**config.mk**
```make
export PLATFORM = sky130hd
export DESIGN_NAME = npl_queue
export DESIGN_NICKNAME = d
export VERILOG_FILES = /design/src/design/npl_pkg.sv /design/src/design/npl_queue.sv
export SDC_FILE = /design/constraint.sdc
export NUM_CORES = 1
export LEC_CHECK = 0
export BUFFER_PORTS_ARGS = -buffer_cell sky130_fd_sc_hd__buf_2
export CAP_MARGIN = 20
export CORE_MARGIN = 4
export CORE_UTILIZATION = 40
export DETAILED_ROUTE_END_ITERATION = 8
export HOLD_SLACK_MARGIN = 0.15
export PLACE_DENSITY_LB_ADDON = 0.3
export SYNTH_ARGS = -nofsm -noshare
export SYNTH_HDL_FRONTEND = slang
export SYNTH_SLANG_ARGS = --single-unit
```
**constraint.sdc**
```tcl
create_clock -name clk -period 2.27 [get_ports clk]
set_input_delay 0.1135 -clock clk [delete_from_list [all_inputs] [get_ports clk]]
set_output_delay 0.1135 -clock clk [all_outputs]
set_load 0.05 [all_outputs]
```
**src/design/npl_pkg.sv**
```systemverilog
// npl_pkg: shared types and constants for the node pool depth-list manager
// no dependencies; imported by every module of the block

package npl_pkg;

    // default sizing of the pool and the number of depth lists
    localparam int POOL_NODES_DEF   = 256;
    localparam int DEPTH_LEVELS_DEF = 10;

    // port field widths
    localparam int CMD_W    = 1;
    localparam int PARENT_W = 9;
    localparam int TARGET_W = 8;
    localparam int NODE_W   = 8;
    localparam int LEVEL_W  = 4;
    localparam int PREV_W   = 9;
    localparam int STATUS_W = 2;

    // command codes
    typedef enum logic [CMD_W-1:0] {
        CMD_ALLOC = 1'b0,
        CMD_FREE  = 1'b1
    } cmd_t;

    // result status codes
    typedef enum logic [STATUS_W-1:0] {
        ST_ALLOC = 2'd0,
        ST_FREED = 2'd1,
        ST_EMPTY = 2'd2,
        ST_DEEP  = 2'd3
    } status_t;

    // classified command as it travels from the front end to the back end
    typedef struct packed {
        cmd_t                op;
        logic [PARENT_W-1:0] parent;
        logic                parent_root;
        logic [TARGET_W-1:0] target;
        logic                target_ok;
    } item_t;

endpackage

```
**src/design/npl_queue.sv**
```systemverilog
// npl_queue: two-entry queue between the front end and the back end
// depends on npl_pkg for the item type

module npl_queue (
    input  logic           clk,
    input  logic           rst_n,
    input  logic           push,
    input  npl_pkg::item_t push_item,
    output logic           full,
    input  logic           pop,
    output logic           q_valid,
    output npl_pkg::item_t q_item
);
    import npl_pkg::*;

    localparam int QUEUE_DEPTH = 2;
    localparam int PTR_W       = $clog2(QUEUE_DEPTH);
    localparam int CNT_W       = $clog2(QUEUE_DEPTH + 1);

    item_t            entry_mem [QUEUE_DEPTH];
    logic [PTR_W-1:0] wr_ptr_reg;
    logic [PTR_W-1:0] rd_ptr_reg;
    logic [CNT_W-1:0] count_reg;

    assign full    = count_reg == CNT_W'(QUEUE_DEPTH);
    assign q_valid = count_reg != '0;
    assign q_item  = entry_mem[rd_ptr_reg];

    // entry storage
    always_ff @(posedge clk)
    begin
        if (push)
        begin
            entry_mem[wr_ptr_reg] <= push_item;
        end
    end

    // pointers and fill count
    always_ff @(posedge clk or negedge rst_n)
    begin
        if (!rst_n)
        begin
            wr_ptr_reg <= '0;
            rd_ptr_reg <= '0;
            count_reg  <= '0;
        end
        else
        begin
            if (push)
            begin
                wr_ptr_reg <= wr_ptr_reg + PTR_W'(1);
            end
            if (pop)
            begin
                rd_ptr_reg <= rd_ptr_reg + PTR_W'(1);
            end
            if (push && !pop)
            begin
                count_reg <= count_reg + CNT_W'(1);
            end
            else if (pop && !push)
            begin
                count_reg <= count_reg - CNT_W'(1);
            end
        end
    end

endmodule

```
Word-level counts from Yosys, hierarchy flattened. Memories as Yosys holds them, arrays and structs flattened. Index checks and enable logic that the tools add are counted.

Add/sub/neg operators: 4. Eq/ne operators: 1. Mux-type cells: 4. Reduce and logical (&&, ||, !) cells: 6.

Operators with widths (count): $mux W2 (2); $reduce_bool A2 Y1 (2); $add A1 B1 Y1 const B (2); $add A2 B1 Y2 const B (1); $eq A2 B2 Y1 const B (1); $logic_and A1 B1 Y1 (2); $logic_not A1 Y1 (2); $mux W1 (2); $sub A2 B1 Y2 const B (1).

Register bits: 4. Memory bits (writable): 40. Bits of input ports: 24. Word-level logic and storage cells: 19. Memories kept: 1.

Memory list: entry_mem (words 2, bits a word 20, rd ports 1, clocked after memory_dff 0, write ports 1, RTL line npl_queue.sv:20) `item_t entry_mem [QUEUE_DEPTH];`.

Logic depth before layout (Yosys ltp). Gate-level depths: netlist (run 1).

Depth in word-level cells: 4. Mapped depth: 5. Depth with buffers taken out: 5.

Worst setup path before layout (run 1). OpenSTA, ideal clock, no wires.

Path kind: reg-to-reg. Start point: reg wr_ptr_reg. End point: mem entry_mem[0][0] in the netlist's numbering, enable pin. Arrival: 1.315 ns. Data required time: 1.871 ns. Slack: 0.556 ns. Stages on the path, launching flop included: 2. Period minus slack after synthesis: 1.714 ns. Path through: dfrtp_1 > nor2b_1.

RTL lines: start, declared (RTL line npl_queue.sv:21) `logic [PTR_W-1:0] wr_ptr_reg;`; start signal, assigned (RTL line npl_queue.sv:51) `wr_ptr_reg <= wr_ptr_reg + PTR_W'(1);`; end, declared (RTL line npl_queue.sv:20).

No word-level cell before the write port.

==> results of run 1 <==
[critical path, delay by kind of cell (launching register included)]
kind | cells | cell delay, ps
buf+inv | 2 | 460
flops | 1 | 350
mux | 1 | 330
[routing by layer]
metal,track usage,up-vias,share of wire
met4,0.04829,0,0.0083
met2,0.2105,25,0.57
met5,0,-,0
met3,0.04651,2,0.070
met1,0.1196,445,0.36
li1,-,451,-
[final cells by class]
cell class                 instances  area [µm²]
clock buffer                       5       68.82
clock inverter                     3       46.29
sequential                        44        1301
timing repair buffer              73       495.5
inverter                           1       3.754
fill                             328        1695
tap                               50       62.56
multi-input combinational         31       384.1
[how the worst max path moves through the flow]
stage | cells after the start | startpoint | to
after floorplan | 1 | wr_ptr_reg | entry_mem[0][0]
after global placement | 2 | wr_ptr_reg | entry_mem[1][19]
after detailed placement | 2 | wr_ptr_reg | entry_mem[1][6]
after CTS | 3 | rd_ptr_reg | q_item[11]
after global routing | 3 | rd_ptr_reg | q_item[9]
final | 3 | rd_ptr_reg | q_item[11]
[repair_timing]
action | 4_1_cts | 5_1_grt
hold endpoints to repair | 46 | 0
setup endpoints to repair | 0 | 0
hold buffers | 24 | 0
[kinds of logic (layout without fill, tap and decap cells)]
group	after synthesis	in the layout	synth area share
muxes	20	20	0.1735
adders and majority gates	1	1	0.007319
buffers and inverters	3	82	0.01537
and+or+nand+nor	5	5	0.01684
xor gates and xnor gates	5	5	0.02562
DFF	44	44	0.7613
[per-stage QoR]
stage               power [mW]  area, µm²  setup WS [ps]  hold WS (ps)  utilization
floorplan                2.289       1709          556.4        -182.1            -
global placement         2.510       2007          965.9        -78.62       0.4946
detailed placement       2.541       2007          922.8        -75.03       0.4946
CTS                      3.162       2362          711.3         488.1       0.5822
global route             3.255       2362          671.3         506.9       0.5822
finish                   3.119       2362          733.0         488.3       0.5822
[power breakdown]
part | leakage, nW | switching (mW) | total, mW | internal (mW)
clock network | 0.0548 | 0.254 | 0.585 | 0.331
logic | 0.503 | 0.910 | 1.39 | 0.476
registers | 0.422 | 0.0649 | 1.15 | 1.08
[layout by cell type (no fill, tap or decap)]
master,count
dfrtp_1,4
xor2_1,4
clkinvlp_4,1
inv_1,1
mux2_2,1
or2_2,1
bufinv_16,1
edfxtp_1,40
mux2_4,19
nor2_1,1
nor2b_2,1
ha_1,1
inv_6,1
buf_4,4
buf_2,45
and2_1,1
dlygate4sd3_1,24
xnor2_1,1
clkbuf_8,5
nor2b_1,1
==> metrics.yaml, run 1 <==
status:
  status: "finished clean"
floorplanning:
  num_io_pins: 46
  core_region_area_um2: 4058
  fp.dieH_um: 73.37
  dieArea_um2: 5382
  initial_utilization: 0.4212
  dieWidth_um: 73.37
  num_rows: 23
route:
  wl_um: 2902
  first_pass_iters: 4
  drtIter0Drc: 43
  num_vias: 923
  drc_errors: 0
  ant_nets: 0
  via_per_inst: 4.459
  wire_per_inst_um: 14.02
final_layout:
  area_delta_synth_final_pct: 38.21
  fin_nets: 181
  drive_above_1_share: 0.5032
  largest_reg_flops: 40
  instances_no_fill: 207
  diodes: 0
global_route:
  first_global_vias: 985
  grt_max_degree: 21
  gr-total-overflow: 0
  antenna_found_initial: 0
  grt_pass1_wl_um: 4567
  grt_usage: 0.1169
clock_network:
  clk_path_buf_depth: 2
  clk_latency_ps: 290
  cts_max_level: 2
  cts_setup_buffers: 0
  cts_root_buf: "clkbuf_8"
  numClockSinks: 44
  cts-resized-gates: 0
  tritoncts: "built"
  cts_buffers: 5
  clk_pin_slew_ps: 80
synth:
  syn_area_per_cell_um2: 21.91
  ys_warn_count: 0
  synth_most_common_cell: "edfxtp_1"
  netlist_area_um2: 1709
  synth_top_area_cell: "edfxtp_1"
  async_flop_share: 0.09091
  synthCells: 78
  ys_ff_latch: 44
  ys_seq_area_frac: 0.7613
  synth_edf_count: 40
  yosys-top-cells-area: "edfxtp_1, mux2_4, dfrtp_1, xor2_1, buf_6"
  synthTopCellsByCount: "edfxtp_1, mux2_4, dfrtp_1, xor2_1"
  syn-num-nets: 103
  synth_cell_type_count: 13
  synth_top_area_frac: 0.7028
  synth-main-ff-cell: "edfxtp_1"
critical_path:
  crit_chain: "buf_4 > mux2_4 > buf_2"
  start_kind: "register"
  cp-end-kind: "primary output"
  cp_data_arrival_time_ps: 1420
  timing.rr.start: "wr_ptr_reg"
  r2r_end: "entry_mem[1][10]"
  cp_max_fo: 12
  regToRegSetupSlack_ps: 920
  worst-r2r-cell-count: 2
  critPathKind: "register to primary output"
  cpPeakStageDelay_ps: 350
  worstPathRequired_ps: 2160
  slowest_stage: "dfrtp_1"
timing:
  tightest_slew_ps: 366.3
  slew_violations: 0
  setup_tns_ps: 0
  setup_viol: 0
  fmax_ghz: 0.6506
  period_needed_ps: 1537
  skew_ps: 3.295
  finalHoldViolCount: 0
  maxSlewHeadroom: 0.7558
  rsz0062_at_grt: "no"
  fin_crit_sh: 0.6771
min_path:
  holdPathStages: 1
  min-delay-start: "count_reg[1]"
  min_to: "count_reg[1]"
  worstHoldPathType: "register to register"
placed_design:
  hpwl_um: 2032
  dp_cells: 175
  io_buffers: 45
  gp_congestion: 0.6727
power:
  ir_drop_v: 0.0007465
  total_leakage_power_nw: 0.9800
  p_per_area_nw_per_um2: 1320
run:
  maxCapViolCount: 0
Power figures use the tool's default switching activity.
==> inputs of run 2 (changes only) <==
- clock period: 2.27 -> 1.2 ns (I/O delays scaled with it)
==> metrics.yaml, run 2 (same netlist as run 1, synthesis figures left out) <==
floorplanning:
  dieArea_um2: 5382  # unchanged
  num_io_pins: 46  # unchanged
  core_region_area_um2: 4058  # unchanged
  num_rows: 23  # unchanged
  dieWidth_um: 73.37  # unchanged
  initial_utilization: 0.4212  # unchanged
  fp.dieH_um: 73.37  # unchanged
final_layout:
  fillers: 302  # -7.9%
  largest_reg_flops: 40  # unchanged
  fin_area_um2: 2608  # +10%
  fin_util: 0.6426  # +0.06044
  area_delta_synth_final_pct: 52.56
  fin_nets: 187  # +3.3%
  diodes: 0  # unchanged
  drive_above_1_share: 0.5337  # +0.03056
  most-common-layout-cells: "edfxtp_1, dlygate4sd3_1, buf_2"
  layout_commonest_cell: "edfxtp_1"
critical_path:
  start_kind: "register"
  cp_data_arrival_time_ps: 1400  # -20 ps
  cp-end-kind: "primary output"
  critPathKind: "register to primary output"
  cp_max_fo: 7  # -5
  cp-startpoint: "rd_ptr_reg"
  worstPathRequired_ps: 1140  # -1020 ps
  timing.rr.start: "wr_ptr_reg"
route:
  drc_errors: 0  # unchanged
  num_vias: 961  # +4.1%
  ant_nets: 0  # unchanged
  via_per_inst: 4.512  # +1.2%
  drtIter0Drc: 24  # -44%
  wl_um: 3061  # +5.5%
  first_pass_iters: 4  # unchanged
  wire_per_inst_um: 14.37  # +2.5%
status:
  status: "finished, violations left"
  violations: "negative setup slack"
run:
  maxCapViolCount: 0  # unchanged
global_route:
  antenna_found_initial: 0  # unchanged
  first_global_vias: 1072  # +8.8%
  gr-total-overflow: 0  # unchanged
  grt_usage: 0.1273  # +0.01038
  grtUsageMet2: 0.2195  # +0.008937
  grt_max_degree: 21  # unchanged
  grt_pass1_wl_um: 4995  # +9.4%
  grt-busiest-layer: "met2"
  grt_util_met1: 0.1483  # +0.02868
  grt_util_met3: 0.04378  # -0.002736
power:
  p_per_area_nw_per_um2: 2531  # +92%
  total_leakage_power_nw: 1.086  # +11%
  ir_drop_v: 0.001378  # +85%
placed_design:
  gp_congestion: 0.7312  # +8.7%
  place_area_um2: 2051  # +2.2%
  io_buffers: 45  # unchanged
timing:
  maxSlewHeadroom: 0.8647  # +0.1088
  fmax_ghz: 0.6846
  setup_viol: 20  # +20
  fin_ws_ps: -260.6  # -993.6 ps
  skew_ps: 1.488  # -1.808 ps
  finalHoldViolCount: 0  # unchanged
  hold_slack_ps: 492.5  # +4.216 ps
  tightest_slew_ps: 202.3  # -163.9 ps
  rsz0062_at_grt: "yes"
  fin_crit_sh: 1.217
  slew_violations: 0  # unchanged
  setup_tns_ps: -4682  # -4682 ps
  period_needed_ps: 1461
clock_network:
  clk_latency_ps: 290  # about the same
  clk_pin_slew_ps: 70  # about the same
  cts_buffers: 5  # unchanged
  cts_max_level: 2  # unchanged
  clk_path_buf_depth: 2  # unchanged
  tritoncts: "built"
  numClockSinks: 44  # unchanged
  cts_root_buf: "clkbuf_8"
min_path:
  min-delay-start: "push_item[18]"
  worstHoldPathType: "input port to register"
## run 2: changes by cell type in the layout (fill, tap and decap cells not counted), moves of 2 or more
cell / previous run / this run
buf_12: 0 / 3
buf_2: 45 / 23
buf_6: 0 / 21
buf_8: 0 / 3
clkinv_2: 0 / 2
nor2b_4: 0 / 2
## run 2: layer usage
metal	share of wire	up-vias
met2	0.53	37
met4	0.0095	0
li1	-	463
met5	0	-
met3	0.076	5
met1	0.38	456
## run 2: where the power goes
| part | switching [mW] | internal (mW) |
|---|---|---|
| Sequential | 0.152 | 2.05 |
| Combinational | 1.90 | 1.65 |
| Clock | 0.446 | 0.394 |
## run 2: worst paths after layout
kind / end / slack (ps) / depth (start not counted)
worst max register to register: entry_mem[1][18] / 120 / 2
max in group asynchronous: rd_ptr_reg / 280 / 3
min in group asynchronous: wr_ptr_reg / 730 / 3
worst min-delay path: entry_mem[0][18] / 490 / 2
worst max-delay path: q_item[12] / -260 / 3
worst min register to register: wr_ptr_reg / 540 / 1
## run 2: repair_timing
| action | 4_1_cts | 5_1_grt |
|---|---|---|
| hold endpoints to repair | 46 | 0 |
| gates resized for setup | 50 | 6 |
| endpoints found under the setup margin | 21 | 21 |
| hold buffers | 24 | 0 |
| buffers inserted | 5 | 0 |
| cloned | 1 | 0 |
## run 2: area by class of cell
type,count,area (µm²),share of cell area
Clock inverter,3,13.76,0.005278
Clock buffer,5,68.82,0.02639
Inverter,1,3.754,0.001440
Sequential cell,44,1303,0.4995
Timing Repair Buffer,79,752.0,0.2884
Multi-Input combinational cell,31,404.1,0.1550
Tap cell,50,62.56,0.02399
## run 2: metrics by stage
stage	instances	power, mW	setup WS, ps
2_1_floorplan	78	4.343	33.14
3_3_place_gp	175	4.896	23.78
3_5_place_dp	175	4.934	23.25
4_1_cts	213	6.631	-278.9
5_1_grt	213	6.893	-299.8
6_report	213	6.600	-260.6
## run 2: critical path: stages, from the launching register on
cell and delay [ps]:
dfrtp_2 460, clkbuf_16 190, mux2_4 310, buf_8 150
